File: src/hw/rtl/rmq_pkg.sv
package rmq_pkg;

    // number format
    localparam int unsigned FRAC_BITS = 16;
    localparam int unsigned FW        = 18;
    localparam int          ONE       = 1 << FRAC_BITS;

    // radicand, unsigned after clamping
    localparam int unsigned ARG_W = FW + 1;
    // sum or difference of two entries
    localparam int unsigned VW    = FW + 1;
    // root of the radicand scaled by 2^FRAC_BITS
    localparam int unsigned SW    = (ARG_W + FRAC_BITS + 1) / 2;
    // quotient bits computed by each divider lane
    localparam int unsigned QW    = FW;

    // output limits as unsigned magnitudes
    localparam logic [QW:0] POS_LIM = (QW + 1)'((1 << (FW - 1)) - 1);
    localparam logic [QW:0] NEG_LIM = (QW + 1)'(1 << (FW - 1));

    // queue between front and back
    localparam int unsigned QUEUE_DEPTH_DEF = 2;

    // pipeline depths
    localparam int unsigned SQRT_LAT  = SW;
    localparam int unsigned DIV_LAT   = QW + 2;
    localparam int unsigned TOTAL_LAT = SQRT_LAT + DIV_LAT + 3;

    // which component carries the square root
    typedef enum logic [1:0] {
        PIV_X = 2'd0,
        PIV_Y = 2'd1,
        PIV_Z = 2'd2,
        PIV_W = 2'd3
    } t_pivot;

    // classified request handed from front to back
    typedef struct packed {
        logic [ARG_W-1:0]     arg;
        t_pivot               pivot;
        logic [2:0][VW-1:0]   lane;
    } t_item;

endpackage

File: src/hw/rtl/rmq_sqrt.sv
module rmq_sqrt import rmq_pkg::*; #(
    parameter int unsigned TAG_W = 1
) (
    input  logic             i_clk,
    input  logic             i_rst_n,
    input  logic             i_valid,
    input  logic [ARG_W-1:0] i_arg,
    input  logic [TAG_W-1:0] i_tag,
    output logic             o_valid,
    output logic [SW-1:0]    o_root,
    output logic [TAG_W-1:0] o_tag
);

    localparam int unsigned XW = 2 * SW;
    localparam int unsigned RW = SW + 2;

    logic             r_valid [SW];
    logic [RW-1:0]    r_rem   [SW];
    logic [SW-1:0]    r_root  [SW];
    logic [XW-1:0]    r_x     [SW];
    logic [TAG_W-1:0] r_tag   [SW];

    logic             c_valid [SW];
    logic [RW-1:0]    c_rem   [SW];
    logic [SW-1:0]    c_root  [SW];
    logic [XW-1:0]    c_x     [SW];
    logic [TAG_W-1:0] c_tag   [SW];

    logic [RW-1:0]    n_rem   [SW];
    logic [SW-1:0]    n_root  [SW];
    logic [XW-1:0]    n_x     [SW];
    logic [RW+1:0]    rem_sh  [SW];
    logic [RW+1:0]    trial   [SW];

    // stage inputs
    always_comb begin
        c_valid[0] = i_valid;
        c_rem[0]   = '0;
        c_root[0]  = '0;
        c_x[0]     = XW'({i_arg, {FRAC_BITS{1'b0}}});
        c_tag[0]   = i_tag;
        for (int t = 1; t < SW; t++) begin
            c_valid[t] = r_valid[t-1];
            c_rem[t]   = r_rem[t-1];
            c_root[t]  = r_root[t-1];
            c_x[t]     = r_x[t-1];
            c_tag[t]   = r_tag[t-1];
        end
    end

    // one root bit per stage
    always_comb begin
        for (int t = 0; t < SW; t++) begin
            rem_sh[t] = {c_rem[t], c_x[t][XW-1 -: 2]};
            trial[t]  = (RW + 2)'({c_root[t], 2'b01});
            if (rem_sh[t] >= trial[t]) begin
                n_rem[t]  = RW'(rem_sh[t] - trial[t]);
                n_root[t] = {c_root[t][SW-2:0], 1'b1};
            end else begin
                n_rem[t]  = RW'(rem_sh[t]);
                n_root[t] = {c_root[t][SW-2:0], 1'b0};
            end
            n_x[t] = {c_x[t][XW-3:0], 2'b00};
        end
    end

    always_ff @(posedge i_clk) begin
        if (!i_rst_n) begin
            for (int t = 0; t < SW; t++) r_valid[t] <= 1'b0;
        end else begin
            for (int t = 0; t < SW; t++) r_valid[t] <= c_valid[t];
        end
    end

    always_ff @(posedge i_clk) begin
        for (int t = 0; t < SW; t++) begin
            r_rem[t]  <= n_rem[t];
            r_root[t] <= n_root[t];
            r_x[t]    <= n_x[t];
            r_tag[t]  <= c_tag[t];
        end
    end

    assign o_valid = r_valid[SW-1];
    assign o_root  = r_root[SW-1];
    assign o_tag   = r_tag[SW-1];

endmodule

File: config.mk
export PLATFORM = sky130hd
export DESIGN_NAME = rmq_sqrt
export DESIGN_NICKNAME = d
export VERILOG_FILES = /design/src/hw/rtl/rmq_pkg.sv /design/src/hw/rtl/rmq_sqrt.sv
export SDC_FILE = /design/constraint.sdc
export NUM_CORES = 1
export LEC_CHECK = 0
export BUFFER_PORTS_ARGS = -buffer_cell sky130_fd_sc_hd__buf_4
export CORE_ASPECT_RATIO = 0.9
export CORE_MARGIN = 2
export CORE_UTILIZATION = 30
export DETAILED_ROUTE_END_ITERATION = 8
export REMOVE_ABC_BUFFERS = 1
export SLEW_MARGIN = 0
export SYNTH_ARGS = -nofsm -noshare
export SYNTH_HDL_FRONTEND = slang
export SYNTH_SLANG_ARGS = --single-unit
File: constraint.sdc
create_clock -name i_clk -period 7.4 [get_ports i_clk]
set_input_delay 2.22 -clock i_clk [delete_from_list [all_inputs] [get_ports i_clk]]
set_output_delay 2.22 -clock i_clk [all_outputs]
set_load 0.005 [all_outputs]
---- Word level (Yosys, flattened, before mapping) ----
Memories as Yosys holds them, arrays and structs flattened.
Index checks and enable logic that the tools add are counted.
word-level totals
  flip-flop bits (word level) ............. 0
  memory bits (writable) .................. 1332
  bits of input ports ..................... 23
  output and inout port bits .............. 20
  logic and storage cells ................. 115
  memories kept ........................... 5
memory list
  name     words  width  rd ports  clocked after memory_dff  wr ports  RTL line        text
  r_x      18     34     17        0                         18        rmq_sqrt.sv:20  logic [XW-1:0] r_x [SW];
  r_rem    18     20     17        0                         18        rmq_sqrt.sv:18  logic [RW-1:0] r_rem [SW];
  r_root   18     18     18        0                         18        rmq_sqrt.sv:19  logic [SW-1:0] r_root [SW];
  r_tag    18     1      18        0                         18        rmq_sqrt.sv:21  logic [TAG_W-1:0] r_tag [SW];
  r_valid  18     1      18        0                         18        rmq_sqrt.sv:17  logic r_valid [SW];
cells by class
  add/subtract/negate cells ............... 18
  $lt $le $gt $ge ......................... 18
  mux-type cells .......................... 56
  bitwise gates (word level) .............. 18
operators with widths
  operator                                                  number
  greater-or-equal comparator 22 x 20 -> 1 bit              17
  2-to-1 mux 20 bit                                         18
  subtractor 20 bit                                         17
  2-to-1 mux 1 bit                                          38
  bitwise OR 1 bit                                          18
  subtractor 1 x 1 -> 2 bit, second input constant          1
  greater-or-equal comparator 1 bit, second input constant  1

---- Longest topological paths before layout ----
Gate-level depths: netlist (run 1).
An unclocked memory read counts as a cell.
  depth after elaboration ................. 3
  depth in mapped cells ................... 14
  gate-level depth less buffers ........... 12

---- Worst setup path before layout (run 1) ----
Ideal clock, no wire load.
  path type ............................... flip-flop to flip-flop
  start ................................... memory r_rem[15][0] (netlist bit)
  end ..................................... memory r_rem[16][12] (netlist bit)
  setup time .............................. 0.121 ns
  data arrival time ....................... 3.080 ns
  setup slack ............................. 4.200 ns
  stages on the path, launching flop included .. 13
  path buffers ............................ 2
  clock period less this slack ............ 3.200 ns
  cells stage by stage .................... dfxtp_1 ha_1 inv_1 fa_1 nand2b_1 a2111oi_0 nor4_1 o31a_1 nor2_1 or3_1 clkbuf_1 buf_2 mux2_2
RTL lines
  item         RTL line
  from (decl)  rmq_sqrt.sv:18

==> metrics.md, run 1 <==
| Metric | Value |
|---|---|
| Setup bufs post-CTS | `0` |
| CTS Hold Bufs | `0` |
| Worst-margin pin slew | `0.932 ns` |
| Count of boundary I/O pins | `43` |
| Vias per std cell | `about 4.4` |
| Detailed Route WL | `around 42000 µm` |
| Unrepaired setup endpoints after global routing | `false` |
| R2R Path Start | `r_rem[15][0]$_SDFF_PP0_` |
| DIE WIDTH | `300 µm` |
| CP cell instances | `ha_1 > inv_1 > fa_1 > nand2b_1 > a2111oi_0 > nor4_1 > o31a_1 > nor2_1 > or3_1 > mux2_2` |
| Max_slew headroom | `between 30% and 40%` |
| Largest net degree at the start of global routing | `30` |
| Layout cells sized above 1 | `approximately 8.7%` |
| DIE HEIGHT | `271 µm` |
| Lkg Pwr | `12.8 nW` |
| IO buf count | `42` |
| Design Power | `just over 9 mW` |
| Worst Path Arrival | `4.56 ns` |
| Fmax | `between 0.2 and 0.25 GHz` |
| Yosys top cell area share | `50.7%` |
| Hold Vio Cnt, Final | `0` |
| Grt ovf | `0` |
| Min Tclk post-route | `4.07 ns` |
| Final worst slack | `3.33 ns` |
| Routed wire per std cell | `about 12 µm` |
| Clock Path Buffers | `3` |
| Total clock buffers created by CTS | `61` |
| Largest area contributor in the netlist | `dfxtp_1` |
| Ant. Diodes | `0` |
| Async S/R FF share, synth | `0%` |
| Total clock sinks | `601` |
| Pre-antenna DRT Iters | `5` |
| CP Capture Point | `r_rem[16][6]$_DFF_P_` |
| Commonest non-fill, non-tap cell in the layout | `dfxtp_1` |
| Initial Util | `30.4%` |
| Delay-heaviest family, CP | `simple AND/OR/NAND/NOR gates` |
| Worst setup path class | `flop to flop` |
| Fin cells | `3569` |
| Top cells by area, synth | `dfxtp_1 (51%), ha_1 (9.1%), xor2_1 (4.0%)` |
| Final net count | `2680` |
| WHS | `0.320 ns` |
| Power per cell area | `333 nW/µm²` |
| # DRC | `0` |
| R2R setup slack | `3.33 ns` |
| CTS tree | `built` |
| Max Cap Viol | `0` |
| Post-route cell area | `roughly 27000 µm²` |
| Vias in the first global route | `15270` |
| Syn Std Cell Area | `23700 µm²` |
| Predominant post-synthesis flop cell | `dfxtp_1` |
| #FFs+latches synth | `roughly 600` |
| CP peak stage delay | `0.82 ns` |
| Most frequent cells in the layout | `dfxtp_1 (601), inv_1 (226), nor2_1 (192), ha_1 (173), a21oi_1 (149)` |
| Placer Congestion | `0.819` |
| H-Tree Level Count | `2` |
| Distinct cell type count after synthesis | `71` |
| Final setup vio count | `0` |
| Crit-path max FO | `25` |
| Layout area overhead | `15.9%` |
| Initial antenna violation count | `0` |
| Post-Synthesis Cells | `approximately 2400` |
| Buf/Inv on CP | `1` |
| Die area | `81300 µm²` |
| Critical path required time | `roughly 7.9 ns` |
| Setup TNS | `0 ns` |
| GRT Util Overall | `10.4%` |
| ANT nets after route | `0` |
| Syn_area_per_cell | `9.87 µm²` |
| Core Util, Final | `35.2%` |
| Setup crit end kind | `flop` |
| 1st-iter DRT viols | `between 900 and 1000` |
| Core box area | `a little under 80000 µm²` |
| FP Rows | `97` |
| Inst Count DP | `3453` |
| Clock skew | `0.0298 ns` |
| Worst setup startpoint | `r_rem[15][0]$_SDFF_PP0_` |
| Clk_lat worst skew | `~0.63 ns` |
| Post-synthesis sequential area ratio | `50.7%` |
| Fillers | `7864` |
| DPL Wire Length | `30900 µm` |
| Post-Place Cell Area | `around 25000 µm²` |
| Worst min-delay path category | `flop to flop` |
| Post-synth EDFFs | `0` |
| PostCTS Resize Cnt | `0` |
| Vias after detailed routing | `~16000` |
| Critical Path Stages | `10` |
| CP max stage cell | `a2111oi_0` |
| Fin crit share | `a little over half` |
| First-pass GRT wire length | `roughly 70000 µm` |
| Warnings, synthesis | `0` |
| Root buffer cell | `clkbuf_16` |
| VDD IR-drop max | `288 µV` |
| Pre-CTS setup slack | `3.43 ns` |
| Reg clk slew, reported paths | `0.06 ns` |
| Outcome | `finished clean` |
| Worst R2R End | `r_rem[16][6]$_DFF_P_` |
| Worst r2r path cells | `10` |
| Max-slew violations | `0` |
| Setup crit start kind | `flop` |
-- cell usage after synthesis, types with 33 or more instances --
library cell,number
a21o_1,47
dfxtp_1,601
nand2b_1,33
inv_1,226
mux2_2,36
xor2_1,108
nor3_1,61
xnor2_1,97
ha_1,173
o21ai_0,108
nand3_1,44
nor2_1,192
nor4_1,38
nand2_1,122
o21a_1,42
a21oi_1,150
-- where the power goes --
part	leakage (nW)	internal, mW	switching, mW
registers	5.00	3.82	0.393
clock network	1.09	2.04	1.31
logic	6.68	0.789	0.803
total	12.8	6.64	2.51
-- cells by family after synthesis --
kind of cell | share of synthesized area, %
AOI/OAI and AO/OA | 11.7
xor gates and xnor gates | 7.57
adders and majority gates | 9.72
buffers and inverters | 4.23
DFF | 50.7
muxes | 1.92
other | 0.0158
and+or+nand+nor | 14.1
-- worst min path at each step --
stage | start | end | slack, ns | cells past startpoint
2_1_floorplan | r_tag[9]$_DFF_P_ | r_tag[10]$_DFF_P_ | 0.31 | 0
6_report | r_x[1][26]$_DFF_P_ | r_x[2][28]$_DFF_P_ | 0.32 | 0
4_1_cts | r_tag[3]$_DFF_P_ | r_tag[4]$_DFF_P_ | 0.33 | 0
3_5_place_dp | r_x[0][17]$_DFF_P_ | r_x[1][19]$_DFF_P_ | 0.31 | 0
3_3_place_gp | r_x[0][18]$_DFF_P_ | r_x[1][20]$_DFF_P_ | 0.31 | 0
5_1_grt | r_tag[0]$_DFF_P_ | r_tag[1]$_DFF_P_ | 0.33 | 0
-- layer usage --
metal / routed length, µm / global-route usage, % / vias up
li1: - / - / 8347
met1: 21800 / 14.7 / 7115
met2: 17200 / 15.9 / 213
met3: 1760 / 2.14 / 79
met4: 928 / 2.92 / 0
met5: 0 / 0 / -
-- cell type report --
cell class / instances / area (µm²) / area share [%]
flip-flops and latches: 601 / 12000 / 43.8
multi-input cells: 1539 / 10700 / 38.9
clock buffers: 80 / 1730 / 6.29
well taps: 1039 / 1300 / 4.73
inverters: 227 / 852 / 3.10
clock inverters: 36 / 533 / 1.94
repair buffers: 47 / 353 / 1.28
-- state kept, by name, indices dropped and copies added (netlist names) --
register  count
r_rem       304
r_root      171
r_tag        18
r_valid      18
r_x          90
Power figures use the tool's default switching activity.
==> run 2, diff against run 1 <==
- clock period: 7.4 -> 3.5 ns (I/O delays scaled with it)
==> run 2 against run 1 <==
Effect of this change:
- maximum frequency grew 26%
- via count grew 0.25%
- non-clock buffer count grew 12
- sequential share of layout area grew 0.056 points
- critical path depth grew 2
- wire length grew 0.75%
- largest cell class unchanged
- highest routed layer unchanged
==> metrics.md, run 2 (synthesis results as in run 1) <==
| Metric | Value |
|---|---|
| PostCTS Resize Cnt | `0 (unchanged)` |
| Worst min-delay path category | `flop to flop` |
| Max reg flops | `304 (unchanged)` |
| Critical path required time | `3.99 ns (-3.90 ns)` |
| Post-route cell area | `27400 µm² (-0.13%)` |
| First-pass GRT wire length | `72200 µm (about the same)` |
| Initial antenna violation count | `0 (unchanged)` |
| Final setup vio count | `0 (unchanged)` |
| Inst Count DP | `3465 (+0.35%)` |
| Setup bufs post-CTS | `0 (unchanged)` |
| Layout area overhead | `15.7%` |
| Power per cell area | `692 nW/µm² (+110%)` |
| Clock skew | `0.0481 ns (+0.0183 ns)` |
| VDD IR-drop max | `463 µV (+61%)` |
| Buf/Inv on CP | `3 (+2)` |
| Setup TNS | `0 ns (unchanged)` |
| DIE HEIGHT | `271 µm (unchanged)` |
| Post-Place Cell Area | `25300 µm² (+0.41%)` |
| Reg clk slew, reported paths | `0.06 ns (about the same)` |
| Final net count | `2692 (+0.45%)` |
| Clock Path Buffers | `3 (unchanged)` |
| Lkg Pwr | `12.8 nW (+0.15%)` |
| Outcome | `finished clean` |
| # DRC | `0 (unchanged)` |
| Unrepaired setup endpoints after global routing | `false` |
| Max_slew headroom | `53.8% (+18 points)` |
| Total clock buffers created by CTS | `61 (unchanged)` |
| ANT nets after route | `0 (unchanged)` |
| Fin cells | `3575 (+0.17%)` |
| Initial Util | `30.4% (unchanged)` |
| Delay-heaviest family, CP | `compound AO/OA/AOI/OAI gates` |
| GRT Util Overall | `10.4% (about the same)` |
| Setup crit end kind | `flop` |
| CP peak stage delay | `0.42 ns (-0.40 ns)` |
| Max Cap Viol | `0 (unchanged)` |
| Pre-antenna DRT Iters | `5 (unchanged)` |
| Count of boundary I/O pins | `43 (unchanged)` |
| Root buffer cell | `clkbuf_16` |
| Clk_lat worst skew | `0.65 ns (+0.02 ns)` |
| FP Rows | `97 (unchanged)` |
| Crit-path max FO | `25 (unchanged)` |
| Core box area | `78000 µm² (unchanged)` |
| CP max stage cell | `a2111oi_0` |
| CTS tree | `built` |
| CP cell instances | `ha_1 > inv_1 > fa_1 > nand2b_1 > a2111oi_0 > buf_4 > nor4_1 > o31a_1 > nor2_1 > or3_1 > buf_12 > mux2_2` |
| DPL Wire Length | `31200 µm (+0.86%)` |
| Largest net degree at the start of global routing | `26 (-13%)` |
| Hold Vio Cnt, Final | `0 (unchanged)` |
| Detailed Route WL | `42000 µm (+0.75%)` |
| Ant. Diodes | `0 (unchanged)` |
| Worst Path Arrival | `3.72 ns (-0.84 ns)` |
| Vias after detailed routing | `15794 (+0.25%)` |
| Max-slew violations | `0 (unchanged)` |
| Min Tclk post-route | `3.23 ns (-0.839 ns)` |
| DIE WIDTH | `300 µm (unchanged)` |
| Placer Congestion | `0.784 (-4.3%)` |
| Leading registers by flop count | `r_rem (304), r_root (171), r_x (90)` |
| Top reg by flops | `r_rem` |
| Worst-margin pin slew | `0.692 ns (-0.240 ns)` |
| Fmax | `0.310 GHz (+26%)` |
| CTS Hold Bufs | `0 (unchanged)` |
| Worst setup path class | `flop to flop` |
| Vias per std cell | `4.42 (about the same)` |
| Setup crit start kind | `flop` |
| H-Tree Level Count | `2 (unchanged)` |
| Fin crit share | `92.2% (+37 points)` |
| Total clock sinks | `601 (unchanged)` |
| Die area | `81300 µm² (unchanged)` |
| Routed wire per std cell | `11.7 µm (+0.58%)` |
| Commonest non-fill, non-tap cell in the layout | `dfxtp_1` |
| IO buf count | `42 (unchanged)` |
| 1st-iter DRT viols | `812 (-10%)` |
| Grt ovf | `0 (unchanged)` |
| Vias in the first global route | `15220 (-0.33%)` |
| Layout cells sized above 1 | `8.91% (+0.18 points)` |
| Most frequent cells in the layout | `dfxtp_1 (601), inv_1 (226), nor2_1 (192), ha_1 (173), a21oi_1 (149)` |
run 2: final timing paths:
check	startpoint	endpoint	slack, ns	cells after the start
setup / recovery	r_rem[15][0]$_SDFF_PP0_	r_rem[16][6]$_DFF_P_	0.27	12
hold / removal	r_x[4][29]$_DFF_P_	r_x[5][31]$_DFF_P_	0.32	0
hold reg to reg	r_x[4][29]$_DFF_P_	r_x[5][31]$_DFF_P_	0.32	0
setup reg to reg	r_rem[15][0]$_SDFF_PP0_	r_rem[16][6]$_DFF_P_	0.27	12
run 2: layout make-up:
class | count | area, µm²
Fill cell | 7896 | 50600
Clock inverter | 25 | 348
Inverter | 227 | 852
Sequential cell | 601 | 12000
Clock buffer | 85 | 1780
Multi-Input combinational cell | 1539 | 10700
Timing Repair Buffer | 59 | 455
Tap cell | 1039 | 1300
run 2: metal layers:
layer | vias to the layer above | global-route usage (%) | wire [µm]
li1 | 8349 | - | -
met1 | 7125 | 14.6 | 21700
met2 | 247 | 15.9 | 17500
met3 | 73 | 2.06 | 1920
met4 | 0 | 3.17 | 907
met5 | - | 0 | 0
run 2: through the flow:
| step | hold slack, ns | setup slack, ns | power, mW | util (%) |
|---|---|---|---|---|
| 2_1_floorplan | 0.310 | 0.179 | 11.5 | - |
| 3_3_place_gp | 0.310 | 0.394 | 12.4 | 32.4 |
| 3_5_place_dp | 0.312 | 0.295 | 12.4 | 32.4 |
| 4_1_cts | 0.324 | 0.283 | 19.2 | 35.2 |
| 5_1_grt | 0.329 | 0.158 | 20.1 | 35.2 |
| 6_report | 0.320 | 0.273 | 19.0 | 35.2 |
run 2: report_power, final:
| part | internal, mW | switching [mW] | leakage [nW] |
|---|---|---|---|
| Clock | 3.99 | 2.71 | 1.04 |
| Sequential | 8.07 | 0.848 | 5.00 |
| Combinational | 1.69 | 1.69 | 6.74 |
==> run 3, diff against run 2 <==
- CORE_UTILIZATION: 30 -> 45
==> run 3 against run 2 <==
Effect of this change:
- die area shrank 33%
- worst hold slack improved by 0.0033 ns
- global-route usage grew 5.4 points
- core utilization rose by 17 points
- maximum frequency is 0.69% lower
- critical path type unchanged
- largest power group unchanged
==> metrics.md, run 3 (synthesis results as in run 1) <==
| Metric | Value |
|---|---|
| Post-route cell area | `27000 µm² (-1.5%)` |
| Lkg Pwr | `12.8 nW (about the same)` |
| Worst min-delay path category | `flop to flop` |
| DPL Wire Length | `32100 µm (+2.8%)` |
| Clock skew | `0.0319 ns (-0.0162 ns)` |
| Final net count | `2688 (-0.15%)` |
| Pre-CTS setup slack | `0.0996 ns (-0.196 ns)` |
| FP Rows | `79 (-19%)` |
| Max Cap Viol | `0 (unchanged)` |
| Layout cells sized above 1 | `8.99% (+0.075 points)` |
| Fillers | `4654 (-41%)` |
| Leading registers by flop count | `r_rem (304), r_root (171), r_x (90)` |
| Crit-path max FO | `25 (unchanged)` |
| Worst Path Arrival | `3.76 ns (+0.04 ns)` |
| Final setup vio count | `0 (unchanged)` |
| 1st-iter DRT viols | `804 (-0.99%)` |
| Top Layer Used | `met4` |
| Grt ovf | `0 (unchanged)` |
| CP max stage cell | `fa_1` |
| Top reg by flops | `r_rem` |
| Core box area | `51900 µm² (-34%)` |
| Vias after detailed routing | `16099 (+1.9%)` |
| Delay-heaviest family, CP | `compound AO/OA/AOI/OAI gates` |
| Critical path required time | `4.01 ns (+0.02 ns)` |
| Fin crit share | `92.9% (+0.64 points)` |
| Initial antenna violation count | `0 (unchanged)` |
| Commonest non-fill, non-tap cell in the layout | `dfxtp_1` |
| CP cell instances | `ha_1 > inv_1 > fa_1 > nand2b_1 > a2111oi_2 > buf_4 > nor4_1 > o31a_1 > nor2_1 > or3_1 > buf_12 > mux2_2` |
| Most frequent cells in the layout | `dfxtp_1 (601), inv_1 (226), nor2_1 (192), ha_1 (173), a21oi_1 (149)` |
| Worst-margin pin slew | `0.956 ns (+0.263 ns)` |
| Max reg flops | `304 (unchanged)` |
| Layout area overhead | `14.0%` |
| Unrepaired setup endpoints after global routing | `false` |
| Met2 WL | `19900 µm (+14%)` |
| First-pass GRT wire length | `72800 µm (+0.82%)` |
| Sw Share | `28.0% (+0.32 points)` |
| Total clock sinks | `601 (unchanged)` |
| Clk_lat worst skew | `0.64 ns (about the same)` |
| # DRC | `0 (unchanged)` |
| Combinational power share | `17.8% (about the same)` |
| IO buf count | `42 (unchanged)` |
| DIE WIDTH | `246 µm (-18%)` |
| Post-Place Cell Area | `24900 µm² (-1.8%)` |
| Max-slew violations | `0 (unchanged)` |
| R2R setup slack | `0.25 ns (-0.02 ns)` |
| Min Tclk post-route | `3.25 ns (+0.0225 ns)` |
| Met3 wire len | `1440 µm (-25%)` |
| Metal1 wirelength | `19700 µm (-9.1%)` |
| Core Util, Final | `52.1% (+17 points)` |
| Routed wire per std cell | `13.2 µm (+12%)` |
| Inst Count DP | `3110 (-10%)` |
| Fin cells | `3225 (-9.8%)` |
| Design Power | `19.1 mW (+0.45%)` |
| VDD IR-drop max | `467 µV (+0.74%)` |
| NetSw | `5.33 mW (+1.6%)` |
| Worst setup path class | `flop to flop` |
| Total clock buffers created by CTS | `61 (unchanged)` |
| Clock share of power | `35.2% (about the same)` |
| Ant. Diodes | `0 (unchanged)` |
| Die area | `54500 µm² (-33%)` |
| DIE HEIGHT | `222 µm (-18%)` |
| Pre-antenna DRT Iters | `5 (unchanged)` |
| Buf/Inv on CP | `3 (unchanged)` |
| Initial Util | `45.7% (+15 points)` |
| Hold Vio Cnt, Final | `0 (unchanged)` |
| Clock Path Buffers | `3 (unchanged)` |
| CP peak stage delay | `0.40 ns (-0.02 ns)` |
| Final worst slack | `0.250 ns (-0.0225 ns)` |
| Share of power burned in registers | `47.0% (about the same)` |
| Vias in the first global route | `16025 (+5.3%)` |
| CTS tree | `built` |
| WHS | `0.323 ns (+0.00329 ns)` |
| Setup crit end kind | `flop` |
| Setup TNS | `0 ns (unchanged)` |
| Int Pwr | `13.7 mW (about the same)` |
| Vias per std cell | `4.99 (+13%)` |
| Root buffer cell | `clkbuf_16` |
| Fmax | `0.308 GHz (-0.69%)` |
| Setup crit start kind | `flop` |
| Power per cell area | `706 nW/µm² (+2.0%)` |
| Outcome | `finished clean` |
| Count of boundary I/O pins | `43 (unchanged)` |
| Largest net degree at the start of global routing | `27 (+3.8%)` |
| ANT nets after route | `0 (unchanged)` |
| Max_slew headroom | `36.0% (-18 points)` |
| Placer Congestion | `0.835 (+6.5%)` |
| Reg clk slew, reported paths | `0.06 ns (about the same)` |
| GRT Util Overall | `15.8% (+5.4 points)` |
| Detailed Route WL | `42600 µm (+1.5%)` |
| H-Tree Level Count | `2 (unchanged)` |
run 3: path summary, 6_finish.rpt:
check	end	from	cells after the start
setup / recovery	r_rem[16][6]$_DFF_P_	r_rem[15][0]$_SDFF_PP0_	12
hold / removal	r_tag[5]$_DFF_P_	r_tag[4]$_DFF_P_	0
setup reg to reg	r_rem[16][6]$_DFF_P_	r_rem[15][0]$_SDFF_PP0_	12
hold reg to reg	r_tag[5]$_DFF_P_	r_tag[4]$_DFF_P_	0
run 3: area by class of cell:
| class | instances | area [µm²] | area share, % |
|---|---|---|---|
| clock buffer | 80 | 1710 | 6.32 |
| clock inverter | 35 | 445 | 1.65 |
| inverter | 227 | 852 | 3.15 |
| multi-input combinational | 1539 | 10700 | 39.5 |
| sequential | 601 | 12000 | 44.5 |
| tap | 688 | 861 | 3.19 |
| timing repair buffer | 55 | 438 | 1.62 |
run 3: layer usage:
metal	global-route usage, %	vias to the layer above
li1	-	8344
met5	0	-
met3	2.65	112
met1	19.6	7414
met4	6.90	0
met2	26.9	229
run 3: power groups by stage:
| stage | Clock (mW) | Combinational (mW) | Sequential (mW) |
|---|---|---|---|
| 3_3_place_gp | 0 | 3.29 | 9.09 |
| 4_1_cts | 6.94 | 3.40 | 8.97 |
| 3_5_place_dp | 0 | 3.36 | 9.11 |
| 2_1_floorplan | 0 | 2.73 | 8.81 |
| 5_1_grt | 7.23 | 3.84 | 9.11 |
| 6_report | 6.72 | 3.40 | 8.96 |
run 3: what timing repair did:
| action | 4_1_cts | 5_1_grt |
|---|---|---|
| setup endpoints to repair | 0 | 7 |
| resized for setup | 0 | 2 |
| buffers inserted | 0 | 0 |
| hold buffers | 0 | 0 |
